### config.mk
export PLATFORM = sky130hd
export DESIGN_NAME = cspf_cmd_queue
export DESIGN_NICKNAME = d
export VERILOG_FILES = /design/src/rtl/core/cspf_pkg.sv /design/src/rtl/core/cspf_cmd_queue.sv
export SDC_FILE = /design/constraint.sdc
export NUM_CORES = 1
export LEC_CHECK = 0
export ABC_CLOCK_PERIOD_IN_PS = 15700
export BUFFER_PORTS_ARGS = -buffer_cell sky130_fd_sc_hd__buf_2
export CORE_MARGIN = 2
export CORE_UTILIZATION = 45
export DETAILED_ROUTE_END_ITERATION = 7
export GPL_TIMING_DRIVEN = 0
export PLACE_DENSITY = 0.7
export SYNTH_ARGS = -nofsm -noshare
export SYNTH_HDL_FRONTEND = slang
export SYNTH_SLANG_ARGS = --single-unit
### constraint.sdc
create_clock -name clk -period 15.7 [get_ports clk]
set_clock_uncertainty 0.1 [all_clocks]
set_input_delay 0.785 -clock clk [delete_from_list [all_inputs] [get_ports clk]]
set_output_delay 0.785 -clock clk [all_outputs]
set_load 0.05 [all_outputs]
### src/rtl/core/cspf_pkg.sv
// cosine similarity pair filter: shared types and constants
// command, configuration and result records; no dependencies
package cspf_pkg;

	localparam int ID_W        = 32;
	localparam int COMP_IN_W   = 16;
	localparam int NCOMP_IN    = 4;
	localparam int ROW_W       = 6;
	localparam int THR_W       = 15;
	localparam int ACT_W       = 2;
	localparam int QDEPTH      = 2;
	localparam int FRAC_SHIFT  = 15;
	localparam int SQ_SHIFT    = 30;

	localparam logic [ACT_W-1:0] ACT_LOAD  = 2'd0;
	localparam logic [ACT_W-1:0] ACT_QUERY = 2'd1;
	localparam logic [ACT_W-1:0] ACT_CLEAR = 2'd2;

	localparam logic REG_THRESHOLD = 1'b0;
	localparam logic REG_EXCLUDE   = 1'b1;

	localparam logic [THR_W-1:0] THR_RESET = 15'd29491;
	localparam logic [THR_W-1:0] EXC_RESET = 15'd32767;
	localparam logic [THR_W-1:0] COS_MAX   = 15'd32767;

	typedef struct packed {
		logic [ACT_W-1:0]                     action;
		logic [ID_W-1:0]                      user_id;
		logic [NCOMP_IN-1:0][COMP_IN_W-1:0]   comp;
		logic [ROW_W-1:0]                     row;
	} cmd_t;

	typedef struct packed {
		logic [THR_W-1:0] match_threshold;
		logic [THR_W-1:0] exclude_bound;
	} cfg_t;

	typedef struct packed {
		logic [ID_W-1:0]  row_user;
		logic [ID_W-1:0]  col_user;
		logic [THR_W-1:0] cosine;
		logic             valid_res;
		logic             last;
	} res_t;

endpackage

### src/rtl/core/cspf_cmd_queue.sv
// front end: accepts commands while not full, drops unknown actions, queues the rest
// uses cspf_pkg
module cspf_cmd_queue (
	input  logic          clk,
	input  logic          arst_n,
	input  logic          start,
	input  cspf_pkg::cmd_t cmd_in,
	input  logic          pop,
	output logic          busy,
	output logic          head_valid,
	output cspf_pkg::cmd_t head
);
	import cspf_pkg::*;

	localparam int QAW = $clog2(QDEPTH);
	localparam int QFW = $clog2(QDEPTH + 1);

	cmd_t           slot_q [QDEPTH];
	logic [QAW-1:0] wr_ptr_q;
	logic [QAW-1:0] rd_ptr_q;
	logic [QFW-1:0] fill_q;
	logic           push;
	logic           known;

	always_comb begin
		case (cmd_in.action) inside
			ACT_LOAD, ACT_QUERY, ACT_CLEAR: known = 1'b1;
			default: known = 1'b0;
		endcase
	end

	assign busy       = (fill_q == QFW'(QDEPTH));
	assign push       = start && !busy && known;
	assign head_valid = (fill_q != '0);
	assign head       = slot_q[rd_ptr_q];

	always_ff @(posedge clk or negedge arst_n) begin
		if (!arst_n) begin
			wr_ptr_q <= '0;
			rd_ptr_q <= '0;
			fill_q   <= '0;
		end else begin
			if (push) wr_ptr_q <= wr_ptr_q + 1'b1;
			if (pop) rd_ptr_q <= rd_ptr_q + 1'b1;
			if (push && !pop) fill_q <= fill_q + 1'b1;
			else if (pop && !push) fill_q <= fill_q - 1'b1;
		end
	end

	always_ff @(posedge clk) begin
		if (push) slot_q[wr_ptr_q] <= cmd_in;
	end

endmodule

* Word-level counts from Yosys, hierarchy flattened
Memory sizes are Yosys's and may differ from the RTL's. Cells that the tools add are included.
Word-level totals: bits in registers 4, bits in latches 0, RAM bits 208, bits in read-only memories 0, input bits 108, output and inout port bits 106, logic and storage cells 27, memories 1
Memory list:
- slot_q | words 2, bits a word 104, read ports 1, clocked after memory_dff 0, write ports 1, RTL line cspf_cmd_queue.sv:18 | cmd_t slot_q [QDEPTH];
Cells by class: add/sub/neg operators 4, multipliers 0, div/mod/pow operators 0, order comparisons 0, eq/ne operators 3, shift operators 0, mux-type cells 5, bitwise logic cells 0, reduce and logical (&&, ||, !) cells 11
Operators with widths (count):
- 2-bit equality test, second input constant | 2
- 1-bit logical AND | 4
- 2-bit 2-to-1 mux | 2
- 2-bit nonzero test | 2
- 1-bit logical NOT | 3
- 1-bit 2-to-1 mux | 3
- 3-bit OR reduction | 1
- 1-bit adder, second input constant | 2
- 2-bit by 1-bit adder with 2-bit output, second input constant | 1
- 2-bit by 1-bit equality test with 1-bit output, second input constant | 1
- 2-bit logical NOT | 1
- 2-bit by 1-bit subtractor with 2-bit output, second input constant | 1

* Longest topological paths before layout
Gate-level depths: netlist of the first run.
depth in word-level cells 8, gate-level depth with buffers 7, mapped depth without buffers 7

* Least setup slack after synthesis of the first run
OpenSTA, ideal clock, no wires.
kind reg-to-reg, start reg fill_q[1], end mem slot_q[0][0] in the netlist's numbering, enable pin, setup time 0.568 ns, arrival time 5.334 ns, required time 15.032 ns, slack 9.698 ns, stages on the path, launching flop included 4, path buffers 0, period minus slack after synthesis 6.002 ns, path through dfrtp_1 > nor2b_1 > nand3b_1 > nor2_1
On the way: cells in the longest elaborated chain, start to end 6
RTL lines:
- from (decl) | RTL line cspf_cmd_queue.sv:21 | logic [QFW-1:0] fill_q;
- from (signal assigned) | RTL line cspf_cmd_queue.sv:45 | if (push && !pop) fill_q <= fill_q + 1'b1;
- from (signal assigned) | RTL line cspf_cmd_queue.sv:46 | else if (pop && !push) fill_q <= fill_q - 1'b1;
- 2-bit equality test | RTL line cspf_cmd_queue.sv:32 | assign busy = (fill_q == QFW'(QDEPTH));
- named net busy | RTL line cspf_cmd_queue.sv:9 | output logic busy,
- 1-bit logical NOT | RTL line cspf_cmd_queue.sv:33 | assign push = start && !busy && known;
- 1-bit logical AND (2 in series) | RTL line cspf_cmd_queue.sv:33
- 1-bit 2-to-1 mux | RTL line cspf_cmd_queue.sv:51 | if (push) slot_q[wr_ptr_q] <= cmd_in;
- 1-bit 2-to-1 mux (implied by the code) | RTL line cspf_cmd_queue.sv:51
- to (decl) | RTL line cspf_cmd_queue.sv:18
The timed path passes the listed nets, and every way through them passes these cells.

==> metrics.md, run 1 <==
| Metric | Value |
|---|---|
| Status | completed |
| Vias in the first global route | around 4,300 |
| Most area-hungry cell type in the Yosys netlist | edfxtp_1 |
| Row cnt | 48 |
| Worst skew pair latency | 0.48 ns |
| Final Max Tran Viols | 0 |
| Async SR Flop Fraction | 1.89% |
| Cell variety after synth | 17 |
| # IOs | 214 |
| Nets | 697 |
| Worst Path Required | 14.82 ns |
| Synth Area per Inst | ~23 um^2 |
| Crit. End Element | output pin |
| Fmax | about 0.37 GHz |
| DRC Markers | 0 |
| Fillers | 1,319 |
| P per Cell Area | 212 mW/mm^2 |
| Die X-Extent | 137 um |
| Synth Flop Type | edfxtp_1 |
| Yosys warnings | 0 |
| Postcts setup bufs | 0 |
| Post-Syn Instances | 344 |
| CTS tree | yes |
| Leak | 3.95 nW |
| ANT nets after route | 0 |
| Wire length per cell | 17.2 um |
| Register area share after synthesis | 79.7% |
| Synthesis-stage register bit count | 212 |
| First-pass GRT wire length | 21.4 mm |
| Global placer's final weighted congestion | 0.676 |
| Max FO, Critical Path | 10 |
| Startpoint types | register |
| Diode count | 0 |
| Post-CTS Resized | 0 |
| Maximum vdd ir drop | approximately 0.00014 V |
| Worst Path Arrival | 1.85 ns |
| Hold-critical path depth | 1 |
| First DRT Iteration DRCs | approximately 150 |
| Clock-pin slew on the worst setup and hold paths | ~0.06 ns |
| RSZ-0062 raised after global routing | false |
| Final WL | 14.2 mm |
| Inst Count DP | around 800 |
| Layout cells sized above 1 | 61.0% |
| Post-Syn Area | slightly below 0.008 mm^2 |
| Total CTS buffers | 22 |
| Number of synthesized flops with an enable pin | around 210 |
| Via count | 4,020 |
| Final hold violations | 0 |
| Largest cells by area after synthesis | edfxtp_1 78%, mux2_4 9.4%, mux2_2 7.6%, buf_12 1.3%, dfrtp_1 1.3% |
| Minimum clock period | 2.73 ns |
| Total Routing Usage GR | 14.8% |
| Root Driver | clkbuf_16 |
| Max-slew headroom | 47.4% |
| Initial antenna violation count | 1 |
| Syn-to-layout area delta | 27.2% |
| Initial core utilization | 46.0% |
| Die footprint | 0.0188 mm^2 |
| IO buf count | 213 |
| Worst r2r path cells | 5 |
| Clock sinks | approximately 210 |
| Max-cap violation count | 0 |
| DP HPWL | 10.0 mm |
| Tcrit/Tclk final | between 10% and 20% |
| Mapped Nets | 453 |
| Grt total ovfl | 0 |
| Sequential cell area | 0.00635 mm^2 |
| Critical path type | reg -> out |
| DR vias/cell | 4.87 |
| Layout Cells excl Fill | ~830 |
| Hold WC Path Type | in -> reg |
| Most instantiated cells after synthesis | 208 x edfxtp_1, 54 x mux2_2, 50 x mux2_4 |
| Worst Max-Slew Pin Slew | roughly 0.8 ns |
| Pre-Repair DR Iteration Count | 4 |
| Top cell type's share of synthesized area | between 70% and 80% |
| Area of the multi-input gates | 0.00147 mm^2 |
| Most frequent cell after synthesis | edfxtp_1 |
| Core area | 0.0173 mm^2 |
| Die extent in y | 137 um |
| Final-report setup violation count | 0 |
| Clk buf depth | 3 |
| Post-route setup TNS | 0 ns |
| Largest net degree at the start of global routing | 34 |
| # H-tree levels | 1 |
-- flip-flops by register name, indices dropped and copies added (netlist names) --
signal / flops
wr_ptr_q: 1
rd_ptr_q: 1
slot_q: 208
fill_q: 2
-- path summary, 6_finish.rpt --
path,startpoint,endpoint,slack (ns)
setup / recovery,rd_ptr_q$_DFFE_PN0P_,head[20],12.97
min in group asynchronous,arst_n,fill_q[0]$_DFFE_PN0P_,0.54
hold / removal,cmd_in[13],slot_q[0][13]$_DFFE_PP_,0.38
setup reg to reg,fill_q[1]$_DFFE_PN0P_,slot_q[0][96]$_DFFE_PP_,13.23
hold reg to reg,fill_q[1]$_DFFE_PN0P_,fill_q[1]$_DFFE_PN0P_,0.43
max in group asynchronous,arst_n,rd_ptr_q$_DFFE_PN0P_,14.84
-- placed cells by master (no fill, tap or decap), types with 2 or more instances in the layout --
cell type and count:
buf_12 9, xor2_1 3, mux2_4 50, clkbuf_1 6, clkbuf_16 23, buf_16 2, clkinv_2 4, inv_1 3
dfrtp_1 4, edfxtp_1 208, nor2_4 2, mux2_2 54, clkinv_1 2, buf_2 218, xnor2_1 2
-- cells by family (layout without fill, tap and decap cells) --
group / count (synthesis) / in the layout / synth area share [%]
fa+ha+maj: 1 / 1 / 0.157
mux: 104 / 104 / 17.1
flops: 212 / 212 / 79.7
buf+inv: 15 / 271 / 2.04
simple gates: 7 / 7 / 0.440
xor+xnor: 5 / 5 / 0.550
-- per-stage QoR --
stage          hold WS (ns)  setup slack, ns  cell area, um^2  power [mW]  util [%]
2_1_floorplan         0.347             9.70             7960        1.51         -
3_3_place_gp          0.368             7.45             9310        1.69      53.8
3_5_place_dp          0.412            12.86             9460        1.70      54.7
4_1_cts               0.367            12.93            10100        2.17      58.5
5_1_grt               0.362            12.89            10100        2.24      58.5
6_report              0.384            12.97            10100        2.15      58.5
-- timing repair --
action | in CTS | in global routing
hold endpoints to repair | 4 | 0
hold buffers | 1 | 0
endpoints found under the setup margin | 0 | 0
-- report_power, final --
part	switching, mW	internal, mW
clock	0.188	0.282
sequential	0.0251	0.740
combinational	0.618	0.293
-- layout make-up --
type                    count  share of cell area [%]
plain buffers              12                    1.50
clock inverters             7                   0.569
repair buffers            220                    12.0
well taps                 225                    2.78
flip-flops and latches    212                    62.7
clock buffers              29                    5.91
multi-input cells         117                    14.5
inverters                   3                   0.111
-- worst max-delay path, stage by stage, from the launching register on --
cell and delay, ns:
dfrtp_1 0.34, buf_6 0.12, buf_2 0.30, mux2_2 0.38, buf_2 0.22
-- metal layers --
layer | global-route usage [%] | vias to the layer above | routed length (um)
met3 | 5.07 | 24 | 1260
li1 | - | 1842 | -
met5 | 0 | - | 13
met2 | 25.7 | 161 | 7110
met4 | 4.12 | 2 | 281
met1 | 17.5 | 1991 | 5530
Power figures use the tool's default switching activity.
==> inputs of run 2 (changes only) <==
- ABC_CLOCK_PERIOD_IN_PS: 15700 -> 2300
- PLACE_DENSITY: 0.7 -> 0.73
- clock period: 15.7 -> 2.3 ns (I/O delays scaled with it)
==> metrics.md, run 2 (synthesis gave the netlist of run 1 again) <==
| Metric | Value |
|---|---|
| # IOs | 214 |
| Comb power frac | 42.0% |
| Pre-Repair DR Iteration Count | 4 |
| Reg2reg start | fill_q[1]$_DFFE_PN0P_ |
| Total Routing Usage GR | 16.4% |
| Grt total ovfl | 0 |
| First-pass GRT wire length | about 24 mm |
| ANT nets after route | 0 |
| Maximum vdd ir drop | between 0.001 and 0.0015 V |
| DP HPWL | 9.95 mm |
| Largest net degree at the start of global routing | 35 |
| Global placer's final weighted congestion | 0.689 |
| Worst Max-Slew Pin Slew | 0.302 ns |
| Cell internal pwr | 9.46 mW |
| Final WL | 15.9 mm |
| Sw frac | 38.1% |
| Final Max Tran Viols | 0 |
| Commonest non-fill, non-tap cell in the layout | buf_2 |
| Hold path start | cmd_in[6] |
| Hold WC Path Type | in -> reg |
| Leak | 4.45 nW |
| Status | completed |
| Diode count | 0 |
| Crit. End Element | output pin |
| Final worst slack | around 0.25 ns |
| Most frequent cells in the layout | 218 x buf_2, 208 x edfxtp_1, 108 x dlygate4sd3_1 |
| Sequential cell area | between 0.006 and 0.007 mm^2 |
| Final hold violations | 0 |
| P per Cell Area | 1350 mW/mm^2 |
| Worst Path Arrival | roughly 1.8 ns |
| DR vias/cell | about 4.7 |
| Area of the multi-input gates | 0.00147 mm^2 |
| Clk pwr share | 23.8% |
| Syn-to-layout area delta | 42.1% |
| Hold Path End | slot_q[1][6]$_DFFE_PP_ |
| Initial core utilization | 46.0% |
| Clock-pin slew on the worst setup and hold paths | approximately 0.06 ns |
| Post-layout util | 65.4% |
| Final-report setup violation count | 0 |
| Biggest regs | slot_q (208), fill_q (2) |
| IO buf count | 213 |
| DRC Markers | 0 |
| Worst R2R End | slot_q[0][55]$_DFFE_PP_ |
| Setup WS pre-CTS | -0.0158 ns |
| Critical path type | reg -> out |
| Max-cap violation count | 0 |
| Clock sinks | 212 |
| First DRT Iteration DRCs | 161 |
| Fmax | 0.487 GHz |
| Die extent in y | 137 um |
| Via count | 4,453 |
| Post-CTS Resized | 0 |
| Wire length per cell | 16.9 um |
| Net load switching power | between 5 and 6 mW |
| Hold-critical path depth | 2 |
| Startpoint types | register |
| Tcrit/Tclk final | between 80% and 90% |
| Max FO, Critical Path | 10 |
| Nets | 808 |
| FF-to-FF setup slack | 0.34 ns |
| Clk buf depth | 3 |
| Vias in the first global route | 4,769 |
| Max-slew headroom | 79.8% |
| Fillers | 1,189 |
| Core area | 0.0173 mm^2 |
| Root Driver | clkbuf_16 |
| RSZ-0062 raised after global routing | false |
| Largest Register | slot_q |
| Layout cells sized above 1 | 52.0% |
| # H-tree levels | 1 |
| Max reg flops | 208 |
| Row cnt | 48 |
| Minimum clock period | just over 2 ns |
| Total CTS buffers | 22 |
| CTS tree | yes |
| Die X-Extent | approximately 140 um |
| Worst r2r path cells | 5 |
| Worst Path Required | between 2 and 2.5 ns |
| Initial antenna violation count | 0 |
| Die footprint | 0.0188 mm^2 |
| Worst skew pair latency | 0.49 ns |
| Reg power frac | 34.3% |
==> run 2: stage by stage <==
stage               area (um^2)  total power [mW]  instances  hold slack (ns)  setup TNS [ns]
floorplan                  7980              10.3        344           -0.281         -147.11
global placement           9330              11.4        782           -0.179         -281.76
detailed placement         9450              11.6        788           -0.177          -0.399
CTS                       11300              15.4        940            0.225               0
global route              11300              15.9        940            0.234               0
finish                    11300              15.3        940            0.244               0
==> run 2: worst max-delay path by stage <==
stage | from | end | cells after the start
after detailed placement | fill_q[1]$_DFFE_PN0P_ | slot_q[0][43]$_DFFE_PP_ | 5
after CTS | rd_ptr_q$_DFFE_PN0P_ | head[70] | 5
final | rd_ptr_q$_DFFE_PN0P_ | head[61] | 5
after global placement | fill_q[1]$_DFFE_PN0P_ | slot_q[0][43]$_DFFE_PP_ | 3
after floorplan | fill_q[1]$_DFFE_PN0P_ | slot_q[0][0]$_DFFE_PP_ | 3
after global routing | rd_ptr_q$_DFFE_PN0P_ | head[12] | 4
==> run 2: timing repair <==
| action | 4_1_cts | 5_1_grt |
|---|---|---|
| buffers inserted | 4 | 0 |
| endpoints found under the setup margin | 60 | 0 |
| endpoints found under the hold margin | 215 | 0 |
| hold buffers | 108 | 0 |
==> run 2: layout make-up <==
cell class	instances	area share, %
plain buffers	12	1.34
clock buffers	27	5.22
clock inverters	13	1.43
inverters	3	0.0995
multi-input cells	117	13.0
flip-flops and latches	212	56.1
well taps	225	2.49
repair buffers	331	20.3
==> run 2: worst max-delay path, stage by stage, from the launching register on <==
cell and delay [ns]:
dfrtp_1 0.34, buf_6 0.13, buf_8 0.18, buf_12 0.17
mux2_4 0.32, buf_2 0.21
==> run 2: power groups by stage <==
stage	logic, mW	clock network [mW]	registers [mW]
3_3_place_gp	6.07	0	5.32
5_1_grt	6.70	3.88	5.29
6_report	6.41	3.63	5.24
3_5_place_dp	6.27	0	5.31
2_1_floorplan	4.98	0	5.29
4_1_cts	6.46	3.71	5.24
==> run 2: layer usage <==
metal	share of wire (%)	wire length [um]	global-route usage, %	up-vias
met5	0	0	0	-
met4	1.9	307	4.93	0
met3	7.7	1220	4.33	27
met2	52	8300	29.8	177
met1	38	6060	18.9	2184
li1	-	-	-	2065
